`config.mk`:
```
export PLATFORM = sky130hd
export DESIGN_NAME = midi_poly_voice_allocator_core
export DESIGN_NICKNAME = d
export VERILOG_FILES = /design/src/rtl/mpva_pkg.sv /design/src/rtl/midi_poly_voice_allocator_core.sv /design/src/rtl/mpva_ctrl.sv /design/src/rtl/mpva_dp.sv
export SDC_FILE = /design/constraint.sdc
export NUM_CORES = 2
export LEC_CHECK = 0
export CAP_MARGIN = 10
export CORE_AREA = 2 2 283 285
export DETAILED_ROUTE_END_ITERATION = 7
export DIE_AREA = 0 0 285 287
export DONT_BUFFER_PORTS = 1
export SETUP_SLACK_MARGIN = 0.02
export SKIP_CTS_REPAIR_TIMING = 1
export SYNTH_ARGS = -nofsm -noshare
export SYNTH_HDL_FRONTEND = slang
export SYNTH_HIERARCHICAL = 1
export SYNTH_SLANG_ARGS = --single-unit
```
`constraint.sdc`:
```
create_clock -name aclk -period 17.6 [get_ports aclk]
set_input_delay 2.64 -clock aclk [delete_from_list [all_inputs] [get_ports aclk]]
set_output_delay 2.64 -clock aclk [all_outputs]
set_load 0.05 [all_outputs]
```
`src/rtl/mpva_pkg.sv`:
```
package mpva_pkg;

    // Message type nibbles of the status byte
    localparam logic [3:0] NIB_NOTE_ON  = 4'h9;
    localparam logic [3:0] NIB_NOTE_OFF = 4'h8;
    localparam logic [3:0] NIB_CONTROL  = 4'hB;
    localparam logic [3:0] NIB_WHEEL    = 4'hE;

    // Bit positions in the type mask register
    localparam int TYPE_BIT_ON    = 0;
    localparam int TYPE_BIT_OFF   = 1;
    localparam int TYPE_BIT_CC    = 2;
    localparam int TYPE_BIT_WHEEL = 3;

    // Configuration register indexes
    localparam logic [1:0] REG_CHANNEL_MASK  = 2'd0;
    localparam logic [1:0] REG_TYPE_MASK     = 2'd1;
    localparam logic [1:0] REG_KEY_MASK_LOW  = 2'd2;
    localparam logic [1:0] REG_KEY_MASK_HIGH = 2'd3;

    localparam int CFG_INDEX_W = 2;
    localparam int CFG_DATA_W  = 64;

    // Stream widths
    localparam int S_TDATA_W = 24;
    localparam int M_TDATA_W = 56;
    localparam int M_TUSER_W = 3;

    // Event kinds reported on the result stream
    typedef enum logic [2:0] {
        EV_FILTERED  = 3'd0,
        EV_VOICE_ON  = 3'd1,
        EV_VOICE_OFF = 3'd2,
        EV_OFF_MISS  = 3'd3,
        EV_CONTROL   = 3'd4,
        EV_WHEEL     = 3'd5
    } event_kind_t;

    // Scaling constants for the millivolt conversions
    localparam logic [13:0] VEL_SCALE    = 14'd10000;
    localparam logic [14:0] CV_SCALE     = 15'd20000;
    localparam logic [15:0] CV_OFFSET    = 16'd10000;
    localparam logic [7:0]  PITCH_OFFSET = 8'd53;
    localparam logic [12:0] BIAS_SEVEN   = 13'd63;
    localparam logic [12:0] BIAS_WHEEL   = 13'd8191;
    localparam logic [15:0] DIV_SEVEN    = 16'd127;
    localparam logic [15:0] DIV_WHEEL    = 16'd16383;

    // Commands from the controller to the datapath
    typedef struct packed {
        logic load_in;
        logic do_mul;
        logic do_est;
        logic do_fix;
        logic scan_clr;
        logic scan_step;
        logic commit;
    } mpva_cmd_t;

    // Status from the datapath to the controller
    typedef struct packed {
        logic scan_last;
        logic out_free;
    } mpva_sts_t;

endpackage

```
`src/rtl/midi_poly_voice_allocator_core.sv`:
```
// Each message runs through scaling, quotient estimate, correction, a voice scan of one voice
// per cycle and a commit that loads the result register.
// A new message is taken only after the previous one commits; the voice scan sets the
// pace, and a pending result stalls only the commit step.
// Reset (aresetn low, synchronous): masks, gates, keys, stamps and age counter clear.
module midi_poly_voice_allocator_core #(
    parameter int VOICES = 8
) (
    input  logic                                 aclk,
    input  logic                                 aresetn,
    input  logic                                 s_tvalid,
    output logic                                 s_tready,
    // status_byte[7:0], data_one[14:8], data_two[21:15], zero pad[23:22]
    input  logic [mpva_pkg::S_TDATA_W-1:0]       s_tdata,
    output logic                                 m_tvalid,
    input  logic                                 m_tready,
    // voice_index[2:0], voice_stolen[3], pitch_semitones[11:4], velocity_mv[25:12],
    // control_mv[40:26], wheel_mv[55:41]
    output logic [mpva_pkg::M_TDATA_W-1:0]       m_tdata,
    // event_kind[2:0]
    output logic [mpva_pkg::M_TUSER_W-1:0]       m_tuser,
    input  logic                                 cfg_valid,
    output logic                                 cfg_ready,
    input  logic [mpva_pkg::CFG_INDEX_W-1:0]     cfg_index,
    input  logic [mpva_pkg::CFG_DATA_W-1:0]      cfg_data
);

    mpva_pkg::mpva_cmd_t   cmd;
    mpva_pkg::mpva_sts_t   sts;
    mpva_pkg::event_kind_t out_kind;
    logic [2:0]            out_voice;
    logic                  out_stolen;
    logic signed [7:0]     out_pitch;
    logic [13:0]           out_velocity;
    logic signed [14:0]    out_control;
    logic signed [14:0]    out_wheel;

    assign cfg_ready = 1'b1;

    mpva_ctrl u_ctrl (
        .aclk     (aclk),
        .aresetn  (aresetn),
        .s_tvalid (s_tvalid),
        .s_tready (s_tready),
        .sts      (sts),
        .cmd      (cmd)
    );

    mpva_dp #(
        .VOICES (VOICES)
    ) u_dp (
        .aclk         (aclk),
        .aresetn      (aresetn),
        .cmd          (cmd),
        .sts          (sts),
        .in_status    (s_tdata[7:0]),
        .in_data_one  (s_tdata[14:8]),
        .in_data_two  (s_tdata[21:15]),
        .cfg_valid    (cfg_valid),
        .cfg_index    (cfg_index),
        .cfg_data     (cfg_data),
        .m_tready     (m_tready),
        .m_tvalid     (m_tvalid),
        .out_kind     (out_kind),
        .out_voice    (out_voice),
        .out_stolen   (out_stolen),
        .out_pitch    (out_pitch),
        .out_velocity (out_velocity),
        .out_control  (out_control),
        .out_wheel    (out_wheel)
    );

    // Pack the result fields, first field lowest
    assign m_tdata = {out_wheel, out_control, out_velocity, out_pitch, out_stolen, out_voice};
    assign m_tuser = out_kind;

endmodule

```
`src/rtl/mpva_ctrl.sv`:
```
module mpva_ctrl (
    input  logic               aclk,
    input  logic               aresetn,
    input  logic               s_tvalid,
    output logic               s_tready,
    input  mpva_pkg::mpva_sts_t sts,
    output mpva_pkg::mpva_cmd_t cmd
);

    typedef enum logic [2:0] {
        ST_IDLE,
        ST_MUL,
        ST_EST,
        ST_FIX1,
        ST_FIX2,
        ST_SCAN,
        ST_DONE
    } state_t;

    state_t state_reg;
    logic   s_tready_reg;

    // Sequence one message: scale, estimate, correct, voice scan, commit
    always_ff @(posedge aclk) begin
        if (!aresetn) begin
            state_reg    <= ST_IDLE;
            s_tready_reg <= 1'b1;
        end else begin
            unique case (state_reg)
                ST_IDLE: begin
                    if (s_tvalid && s_tready_reg) begin
                        state_reg    <= ST_MUL;
                        s_tready_reg <= 1'b0;
                    end
                end
                ST_MUL:  state_reg <= ST_EST;
                ST_EST:  state_reg <= ST_FIX1;
                ST_FIX1: state_reg <= ST_FIX2;
                ST_FIX2: state_reg <= ST_SCAN;
                ST_SCAN: begin
                    if (sts.scan_last) begin
                        state_reg <= ST_DONE;
                    end
                end
                ST_DONE: begin
                    if (sts.out_free) begin
                        state_reg    <= ST_IDLE;
                        s_tready_reg <= 1'b1;
                    end
                end
                default: state_reg <= ST_IDLE;
            endcase
        end
    end

    assign s_tready = s_tready_reg;

    // Decode commands from state
    always_comb begin
        cmd           = '0;
        cmd.load_in   = (state_reg == ST_IDLE) && s_tvalid && s_tready_reg;
        cmd.do_mul    = (state_reg == ST_MUL);
        cmd.scan_clr  = (state_reg == ST_MUL);
        cmd.do_est    = (state_reg == ST_EST);
        cmd.do_fix    = (state_reg == ST_FIX1) || (state_reg == ST_FIX2);
        cmd.scan_step = (state_reg == ST_SCAN);
        cmd.commit    = (state_reg == ST_DONE) && sts.out_free;
    end

endmodule

```
`src/rtl/mpva_dp.sv`:
```
module mpva_dp #(
    parameter int VOICES = 8
) (
    input  logic                                 aclk,
    input  logic                                 aresetn,
    input  mpva_pkg::mpva_cmd_t                  cmd,
    output mpva_pkg::mpva_sts_t                  sts,
    input  logic [7:0]                           in_status,
    input  logic [6:0]                           in_data_one,
    input  logic [6:0]                           in_data_two,
    input  logic                                 cfg_valid,
    input  logic [mpva_pkg::CFG_INDEX_W-1:0]     cfg_index,
    input  logic [mpva_pkg::CFG_DATA_W-1:0]      cfg_data,
    input  logic                                 m_tready,
    output logic                                 m_tvalid,
    output mpva_pkg::event_kind_t                out_kind,
    output logic [2:0]                           out_voice,
    output logic                                 out_stolen,
    output logic signed [7:0]                    out_pitch,
    output logic [13:0]                          out_velocity,
    output logic signed [14:0]                   out_control,
    output logic signed [14:0]                   out_wheel
);

    localparam int IDX_W = (VOICES > 1) ? $clog2(VOICES) : 1;
    localparam logic [IDX_W-1:0] LAST_IDX = IDX_W'(VOICES - 1);

    // Configuration registers
    logic [15:0] channel_mask_reg;
    logic [3:0]  type_mask_reg;
    logic [63:0] key_mask_low_reg;
    logic [63:0] key_mask_high_reg;

    always_ff @(posedge aclk) begin
        if (!aresetn) begin
            channel_mask_reg  <= '0;
            type_mask_reg     <= '0;
            key_mask_low_reg  <= '0;
            key_mask_high_reg <= '0;
        end else if (cfg_valid) begin
            unique case (cfg_index)
                mpva_pkg::REG_CHANNEL_MASK:  channel_mask_reg  <= cfg_data[15:0];
                mpva_pkg::REG_TYPE_MASK:     type_mask_reg     <= cfg_data[3:0];
                mpva_pkg::REG_KEY_MASK_LOW:  key_mask_low_reg  <= cfg_data;
                mpva_pkg::REG_KEY_MASK_HIGH: key_mask_high_reg <= cfg_data;
                default: ;
            endcase
        end
    end

    // Capture the message
    logic [7:0] status_reg;
    logic [6:0] d1_reg;
    logic [6:0] d2_reg;

    always_ff @(posedge aclk) begin
        if (cmd.load_in) begin
            status_reg <= in_status;
            d1_reg     <= in_data_one;
            d2_reg     <= in_data_two;
        end
    end

    // Decode type and apply the masks
    logic [3:0] nib;
    logic       is_on, is_off, is_cc, is_wheel;
    logic       type_ok, chan_ok, key_ok, pass;

    always_comb begin
        nib      = status_reg[7:4];
        is_on    = (nib == mpva_pkg::NIB_NOTE_ON);
        is_off   = (nib == mpva_pkg::NIB_NOTE_OFF);
        is_cc    = (nib == mpva_pkg::NIB_CONTROL);
        is_wheel = (nib == mpva_pkg::NIB_WHEEL);
        type_ok  = (is_on    && type_mask_reg[mpva_pkg::TYPE_BIT_ON])
                || (is_off   && type_mask_reg[mpva_pkg::TYPE_BIT_OFF])
                || (is_cc    && type_mask_reg[mpva_pkg::TYPE_BIT_CC])
                || (is_wheel && type_mask_reg[mpva_pkg::TYPE_BIT_WHEEL]);
        chan_ok  = channel_mask_reg[status_reg[3:0]];
        key_ok   = d1_reg[6] ? key_mask_high_reg[d1_reg[5:0]]
                             : key_mask_low_reg[d1_reg[5:0]];
        pass     = type_ok && chan_ok && key_ok;
    end

    // Scale the data byte, then divide by 127 or 16383 with rounding bias
    logic [28:0] num_reg;
    logic [14:0] quo_reg;
    logic [15:0] rem_reg;
    logic [15:0] divisor;
    logic [13:0] bend;
    logic [28:0] num_next;
    logic [30:0] est_sum;
    logic [14:0] est_q;
    logic [29:0] est_prod;
    logic [29:0] est_rem;

    always_comb begin
        bend    = {d2_reg, d1_reg};
        divisor = is_wheel ? mpva_pkg::DIV_WHEEL : mpva_pkg::DIV_SEVEN;
        if (is_wheel) begin
            num_next = 29'(bend) * 29'(mpva_pkg::CV_SCALE) + 29'(mpva_pkg::BIAS_WHEEL);
        end else if (is_cc) begin
            num_next = 29'(d2_reg) * 29'(mpva_pkg::CV_SCALE) + 29'(mpva_pkg::BIAS_SEVEN);
        end else begin
            num_next = 29'(d2_reg) * 29'(mpva_pkg::VEL_SCALE) + 29'(mpva_pkg::BIAS_SEVEN);
        end
        // 1/(2^n - 1) as a short series of shifts; falls short by at most one
        if (is_wheel) begin
            est_sum = 31'(num_reg) + 31'(num_reg >> 14) + 31'(num_reg >> 28);
            est_q   = 15'(est_sum >> 14);
            est_prod = {1'b0, est_q, 14'b0} - 30'(est_q);
        end else begin
            est_sum = 31'(num_reg) + 31'(num_reg >> 7) + 31'(num_reg >> 14)
                    + 31'(num_reg >> 21);
            est_q   = 15'(est_sum >> 7);
            est_prod = 30'({est_q, 7'b0}) - 30'(est_q);
        end
        est_rem = 30'(num_reg) - est_prod;
    end

    always_ff @(posedge aclk) begin
        if (cmd.do_mul) begin
            num_reg <= num_next;
        end
        if (cmd.do_est) begin
            quo_reg <= est_q;
            rem_reg <= est_rem[15:0];
        end else if (cmd.do_fix && (rem_reg >= divisor)) begin
            quo_reg <= quo_reg + 15'd1;
            rem_reg <= rem_reg - divisor;
        end
    end

    // Voice state
    logic [VOICES-1:0] gate_reg;
    logic [6:0]        key_reg   [VOICES];
    logic [31:0]       stamp_reg [VOICES];
    logic [31:0]       age_reg;

    // Scan one voice a cycle: first free, oldest stamp, first open match
    logic [IDX_W-1:0] scan_idx_reg;
    logic             free_found_reg;
    logic [IDX_W-1:0] free_idx_reg;
    logic             match_found_reg;
    logic [IDX_W-1:0] match_idx_reg;
    logic [IDX_W-1:0] min_idx_reg;
    logic [31:0]      min_stamp_reg;

    always_ff @(posedge aclk) begin
        if (cmd.scan_clr) begin
            scan_idx_reg    <= '0;
            free_found_reg  <= 1'b0;
            match_found_reg <= 1'b0;
        end else if (cmd.scan_step) begin
            scan_idx_reg <= scan_idx_reg + IDX_W'(1);
            if (!free_found_reg && !gate_reg[scan_idx_reg]) begin
                free_found_reg <= 1'b1;
                free_idx_reg   <= scan_idx_reg;
            end
            if (!match_found_reg && gate_reg[scan_idx_reg]
                    && (key_reg[scan_idx_reg] == d1_reg)) begin
                match_found_reg <= 1'b1;
                match_idx_reg   <= scan_idx_reg;
            end
            if ((scan_idx_reg == '0) || (stamp_reg[scan_idx_reg] < min_stamp_reg)) begin
                min_idx_reg   <= scan_idx_reg;
                min_stamp_reg <= stamp_reg[scan_idx_reg];
            end
        end
    end

    assign sts.scan_last = (scan_idx_reg == LAST_IDX);

    // Commit: update voices and load the result register
    logic [IDX_W-1:0] on_idx;
    logic [31:0]      age_next;
    logic [15:0]      cv_diff;
    logic             m_tvalid_reg;

    assign on_idx       = free_found_reg ? free_idx_reg : min_idx_reg;
    assign age_next     = age_reg + 32'd1;
    assign cv_diff      = {1'b0, quo_reg} - mpva_pkg::CV_OFFSET;
    assign sts.out_free = !m_tvalid_reg || m_tready;
    assign m_tvalid     = m_tvalid_reg;

    always_ff @(posedge aclk) begin
        if (!aresetn) begin
            gate_reg     <= '0;
            age_reg      <= '0;
            m_tvalid_reg <= 1'b0;
            for (int i = 0; i < VOICES; i++) begin
                key_reg[i]   <= '0;
                stamp_reg[i] <= '0;
            end
        end else if (cmd.commit) begin
            m_tvalid_reg <= 1'b1;
            out_kind     <= mpva_pkg::EV_FILTERED;
            out_voice    <= '0;
            out_stolen   <= 1'b0;
            out_pitch    <= '0;
            out_velocity <= '0;
            out_control  <= '0;
            out_wheel    <= '0;
            if (pass) begin
                priority if (is_on) begin
                    age_reg            <= age_next;
                    gate_reg[on_idx]   <= 1'b1;
                    key_reg[on_idx]    <= d1_reg;
                    stamp_reg[on_idx]  <= age_next;
                    out_kind           <= mpva_pkg::EV_VOICE_ON;
                    out_voice          <= 3'(on_idx);
                    out_stolen         <= !free_found_reg;
                    out_pitch          <= {1'b0, d1_reg} - mpva_pkg::PITCH_OFFSET;
                    out_velocity       <= quo_reg[13:0];
                end else if (is_off) begin
                    if (match_found_reg) begin
                        gate_reg[match_idx_reg] <= 1'b0;
                        out_kind                <= mpva_pkg::EV_VOICE_OFF;
                        out_voice               <= 3'(match_idx_reg);
                    end else begin
                        out_kind <= mpva_pkg::EV_OFF_MISS;
                    end
                end else if (is_cc) begin
                    out_kind    <= mpva_pkg::EV_CONTROL;
                    out_control <= cv_diff[14:0];
                end else begin
                    out_kind  <= mpva_pkg::EV_WHEEL;
                    out_wheel <= cv_diff[14:0];
                end
            end
        end else if (m_tready) begin
            m_tvalid_reg <= 1'b0;
        end
    end

endmodule

```
# Word level (Yosys, flattened, before mapping)
# Memories as Yosys holds them, arrays and structs flattened. A register that Yosys moved wholly into a read port is not among the register bits.
# Cells that the tools add are included.
totals:
  reg_bits: 380
  memories: 2
  ramBits: 312
  out_inout_bits: 62
  elab_cells: 197
  inputBits: 95
mem_list:
  columns: ["name", "depth", "width", "read_ports", "rd_ports_with_merged_regs", "wr", "line", "source"]
  rows:
  - ["u_dp.stamp_reg", 8, 32, 1, 1, 8, "mpva_dp.sv:137", "logic [31:0] stamp_reg [VOICES];"]
  - ["u_dp.key_reg", 8, 7, 1, 1, 8, "mpva_dp.sv:136", "logic [6:0] key_reg [VOICES];"]
classes:
  n_eq_ne: 18
  n_reduce_logical: 54
  order_cmp: 9
  n_addsub: 17
  mux: 58
  multipliers: 3
  bitwise: 6
op_table:
  columns: ["op", "n"]
  rows:
  - ["29-bit two-way mux", 2]
  - ["16-bit two-way mux", 3]
  - ["15-bit two-way mux", 3]
  - ["3-bit two-way mux", 14]
  - ["7-bit by 10-bit multiplier with 17-bit output, second input constant", 2]
  - ["32-bit by 1-bit adder with 32-bit output, second input constant", 1]
  - ["32-bit < comparator", 1]
  - ["32-bit two-way mux", 1]
  - ["32-bit OR reduction", 1]
  - ["16-bit by 15-bit subtractor with 16-bit output", 2]
  - ["16-bit subtractor", 2]
  - ["29-bit by 1-bit adder with 29-bit output", 1]
  - ["29-bit by 13-bit adder with 29-bit output, second input constant", 1]
  - ["29-bit by 15-bit adder with 29-bit output", 1]
  - ["14-bit by 10-bit multiplier with 24-bit output, second input constant", 1]
  - ["8-bit two-way mux", 3]
  - ["22-bit by 6-bit adder with 23-bit output, second input constant", 1]
  - ["21-bit by 6-bit adder with 22-bit output, second input constant", 1]
  - ["22-bit by 15-bit adder with 22-bit output", 1]
  - ["22-bit adder", 1]
  - ["22-bit by 8-bit adder with 22-bit output", 1]
  - ["1-bit two-way mux", 22]
  - ["3-bit one-hot mux with 7 select lines", 1]
  - ["3-bit AND reduction", 6]
  - ["other kinds (39)", 92]

# Logic depth before layout (Yosys ltp)
depth:
  ltp_word: 13
  mapped_depth: 31
  ltp_nobuf: 30

# By module
# Netlist, hierarchy kept.
by_module_without_submodules:
  columns: ["mod", "area_each_um2", "cells_per_inst", "instances", "seq_area_each_um2"]
  rows:
  - ["mpva_dp", 38647.1, 3559, 1, 18657.9]
  - ["mpva_ctrl", 256.5, 33, 1, 80.1]
  - ["midi_poly_voice_allocator_core", 18.8, 3, 1, 0.0]

# Worst setup path before layout
# No wires, ideal clock.
synth_timing:
  path_type: "register -> register"
  from: "register (tool-made name)"
  to: "register u_dp.min_idx_reg[0], enable pin"
  synth_period_minus_slack_ps: 6481
  stages_incl_launch_ff: 18
  setup_ps: 439
  arrival_time_ps: 6042
  required_ps: 17161
  setup_slack_ps: 11119
  n_path_buf: 3
  path_cell_list: "dfxtp_1 -> clkbuf_1 -> clkbuf_1 -> buf_1 -> mux4_2 -> mux2_2 -> ha_1 -> a21o_1 -> a21o_1 -> a21o_1 -> a21o_1 -> a21o_1 -> a21o_1 -> a21oi_1 -> o31a_1 -> o31ai_1 -> a221o_1 -> a21oi_1"
synth_lines:
  columns: ["element", "line", "source"]
  rows:
  - ["end signal: assignment", "mpva_dp.sv:166", "min_idx_reg <= scan_idx_reg;"]
  - ["end: declaration", "mpva_dp.sv:146", "logic [IDX_W-1:0] min_idx_reg;"]

# Worst setup path in the final report
layout_timing:
  from: "register u_dp.num_reg[21]"
  to: "register u_dp.rem_reg[15] (data pin)"
layout_between:
  elab_chain_cells: 7
  elab_cells_between_ends: 10
  classes_between: "add/sub (8); mux (2)"
layout_rtl:
  columns: ["element", "line", "source"]
  rows:
  - ["start: declaration", "mpva_dp.sv:86", "logic [28:0] num_reg;"]
  - ["start signal: assignment", "mpva_dp.sv:123", "num_reg <= num_next;"]
  - ["22-bit adder", "mpva_dp.sv:113", "est_sum = 31'(num_reg) + 31'(num_reg >> 7) + 31'(num_reg >> 14)"]
  - ["22-bit by 15-bit adder with 22-bit output", "mpva_dp.sv:113", null]
  - ["22-bit by 8-bit adder with 22-bit output", "mpva_dp.sv:114", "+ 31'(num_reg >> 21);"]
  - ["16-bit by 15-bit subtractor with 16-bit output", "mpva_dp.sv:116", "est_prod = 30'({est_q, 7'b0}) - 30'(est_q);"]
  - ["16-bit two-way mux (*)", "mpva_dp.sv:108", "if (is_wheel) begin"]
  - ["16-bit subtractor (*)", "mpva_dp.sv:118", "est_rem = 30'(num_reg) - est_prod;"]
  - ["16-bit two-way mux (*)", "mpva_dp.sv:125", "if (cmd.do_est) begin"]
  - ["end signal: assignment", "mpva_dp.sv:127", "rem_reg <= est_rem[15:0];"]
  - ["end signal: assignment", "mpva_dp.sv:130", "rem_reg <= rem_reg - divisor;"]
  - ["end: declaration", "mpva_dp.sv:88", "logic [15:0] rem_reg;"]
# Every way passes the cells marked *; elsewhere a longest branch is shown, timed or not.
# A chain may end at the register's enable or synchronous reset.

==> impl_metrics.ini <==
[clock_tree]
cts_buffers = 76
cts_tree = built
clkSinkCount = 691
insertion_delay_ps = 640
cts_root_buf = clkbuf_16
htree_levels = 3
clkTransAtPathRegs_ps = 60
clockBufferDepth = 3

[floorplanning]
dieArea_sq_um = 81800
ios = 157
initial_core_util_pct = 49.51
core_area_sq_um = 78610
dieWidth_um = 285
dieHeight_um = 287
rows = 103

[routing]
drtIter0Drc = 1893
routedWlPerCell_um = 21.06
antenna_left = 0
dr.pass1.iters = 5
drc_errors = 0
via_count = 26510
drt-total-wl_um = 97990
via_per_inst = 5.696

[cells_and_area]
largest_reg_flops = 256
multi_input_area_sq_um = 18510
fin_nets = 3924
diodes = 0
ff_latch_area_sq_um = 18750
layoutNonFillerInstCount = 4654
area_growth_pct = 8.808
drive_above_1_share_pct = 10.04
fill_cells = 6882

[global_routing]
use_met1_pct = 32.00
busiest_layer = met2
grt_max_degree = 207
grt-ovfl-total = 0
first_global_vias = 26710
grt_pass1_wl_um = 152800
use_met2_pct = 40.05
track_usage_pct = 23.95
grtUsageMet3_pct = 4.246
antenna_found_initial = 3

[pwr]
p_seq_share_pct = 24.8
switching_power_w = 0.003241
clockPowerShare_pct = 20.5
swShare_pct = 41.72
combPwrFrac_pct = 54.7
max-vdd-ir-drop_mv = 0.2771
p_leak_nw = 15.68
intPower_w = 0.004527
cellPowerDensity_nw_per_um2 = 183.4

[synthesis]
synth_edf_count = 490
async_flop_share_pct = 0
synth_fp_nets = 3979
synth-seq-area-share_pct = 48.14
synth_cells = 3595
yosys_warnings = 6
ys_top_cells_by_area = edfxtp_1 (38%), dfxtp_1 (10%), ha_1 (7.6%)
synth-main-ff-cell = edfxtp_1
synth_cell_types = 81
yosysTopAreaCell = edfxtp_1
syn_area_per_cell_sq_um = 10.83
yosysTopAreaCellShare_pct = 37.80
netlist_area_sq_um = 38920
synth_seq_cells = 691

[place]
io_buffers = 0
dp_hpwl_um = 65310
dp.cells = 4512
pre_cts_ws_ps = 10400
place.gp.congestion = 0.9111

[critical_path]
rrSetupSlack_ps = 10370
cp-startpoint = u_dp/num_reg[21]$_DFFE_PP_
critPathSlowestCell = edfxtp_1
worstReg2RegEnd = u_dp/rem_reg[15]$_DFFE_PP_
crit_path_start_kind = flip-flop
critPathMaxFanout = 9
crit_required_ps = 17940
r2r_start = u_dp/num_reg[21]$_DFFE_PP_
rr_worst_depth = 26
cp.arrival_ps = 7570
cpPeakStageDelay_ps = 620
crit_path_end_kind = flip-flop
path_class = flip-flop to flip-flop

[sta]
rsz0062_at_grt = false
setup_tns_ps = 0
worst_pin_slew_ps = 995.2
period_needed_ps = 7228
finalCritPeriodShare_pct = 41.07
fin_skew_ps = 36.11
slew_violations = 0
finalHoldViolCount = 0
max_slew_margin_pct = 32.81
setup_ws_ps = 10370
fmax_ghz = 0.1384
finalSetupViolations = 0

[outcome]
outcome = finished, final reports clean

[hold_path]
min_to = u_dp/gate_reg[0]$_SDFFE_PN0P_
hold_path_depth = 2
min_from = u_dp/gate_reg[0]$_SDFFE_PN0P_
hp-class = flip-flop to flip-flop

[job]
cap_violations = 0
-- logic make-up (layout without fill, tap and decap cells) --
logic type                 count (synthesis)  count (layout)  share of synthesized area [%]
AOI/OAI and AO/OA                        537             537                          9.335
xor gates and xnor gates                 206             206                          4.635
adders and majority gates                290             290                          10.36
buffers and inverters                    425             434                          4.436
DFF                                      691             691                          48.14
muxes                                    188             188                          9.020
other                                      1               1                       0.009635
and+or+nand+nor                         1257            1257                          14.06
-- worst max-delay path: cells and delay by family (launching register included) --
family                   cells  cell delay [ps]
AO/OA/AOI/OAI               11             2780
AND/OR/NAND/NOR              2              150
XOR/XNOR                     4              800
multiplexers                 1              100
buffers and inverters        3              380
adder cells (fa/ha/maj)      5             2110
flip-flops                   1              620
-- final cells by class --
type / instances / area share [%]
inverter: 254 / 2.251
sequential: 691 / 44.27
clock buffer: 100 / 4.901
timing repair buffer: 38 / 0.6736
clock inverter: 42 / 1.090
multi-input combinational: 2479 / 43.72
tap: 1050 / 3.102
-- through the flow --
step / instance area (sq um) / hold WS, ps / power (W) / util [%]
after detailed placement: 39810 / 452.1 / 0.006152 / 50.64
after global routing: 42350 / 488.4 / 0.008399 / 53.87
after CTS: 42350 / 460.7 / 0.007780 / 53.87
after global placement: 39810 / 441.6 / 0.006098 / 50.64
after floorplan: 38920 / 430.8 / 0.005167 / -
final: 42350 / 459.9 / 0.007768 / 53.87
-- cell usage in the layout, fill, tap and decap left out, types with 34 or more instances in the layout --
cell type    n
inv_1      248
nand2_1    456
xor2_1      54
nand3_1     50
clkbuf_16   76
mux4_2     127
dfxtp_1    198
nor2_1     476
buf_4       38
fa_1        54
edfxtp_1   490
a21oi_1     86
o21ai_0    102
a21o_1      34
xnor2_1    152
ha_1       235
a21boi_0   159
nor3_1      50
-- per-layer routing --
metal,vias to the layer above,wire [um]
met3,125,6006
met4,6,2514
met2,764,46270
met5,-,34
met1,13070,43170
li1,12540,-
-- power groups by stage --
stage | clock (W) | sequential (W) | combinational [W]
after floorplan | 0 | 0.00193 | 0.00324
after global placement | 0 | 0.00196 | 0.00414
after detailed placement | 0 | 0.00196 | 0.00419
after CTS | 0.00163 | 0.00193 | 0.00422
after global routing | 0.00169 | 0.00194 | 0.00477
final | 0.00159 | 0.00193 | 0.00425
-- cell usage after synthesis (all sizes together), types with 51 or more instances --
cell,n
nand2,469
nor3,51
ha,235
inv,251
fa,54
o21ai,105
edfxtp,490
a21oi,87
a21boi,160
nand3,52
buf,63
xor2,54
xnor2,152
mux4,127
clkbuf,108
dfxtp,201
nor2,478
-- worst max-delay path by stage --
stage	cells past startpoint	end	slack (ps)
6_report	26	u_dp/rem_reg[15]$_DFFE_PP_	10370
5_1_grt	27	u_dp/rem_reg[15]$_DFFE_PP_	9950
4_1_cts	26	u_dp/rem_reg[15]$_DFFE_PP_	10360
3_5_place_dp	26	u_dp/rem_reg[15]$_DFFE_PP_	10400
3_3_place_gp	26	u_dp/rem_reg[15]$_DFFE_PP_	10500
2_1_floorplan	17	u_dp/min_idx_reg[0]$_DFFE_PP_	11120
Note: power is estimated with default switching activity, not from simulation.
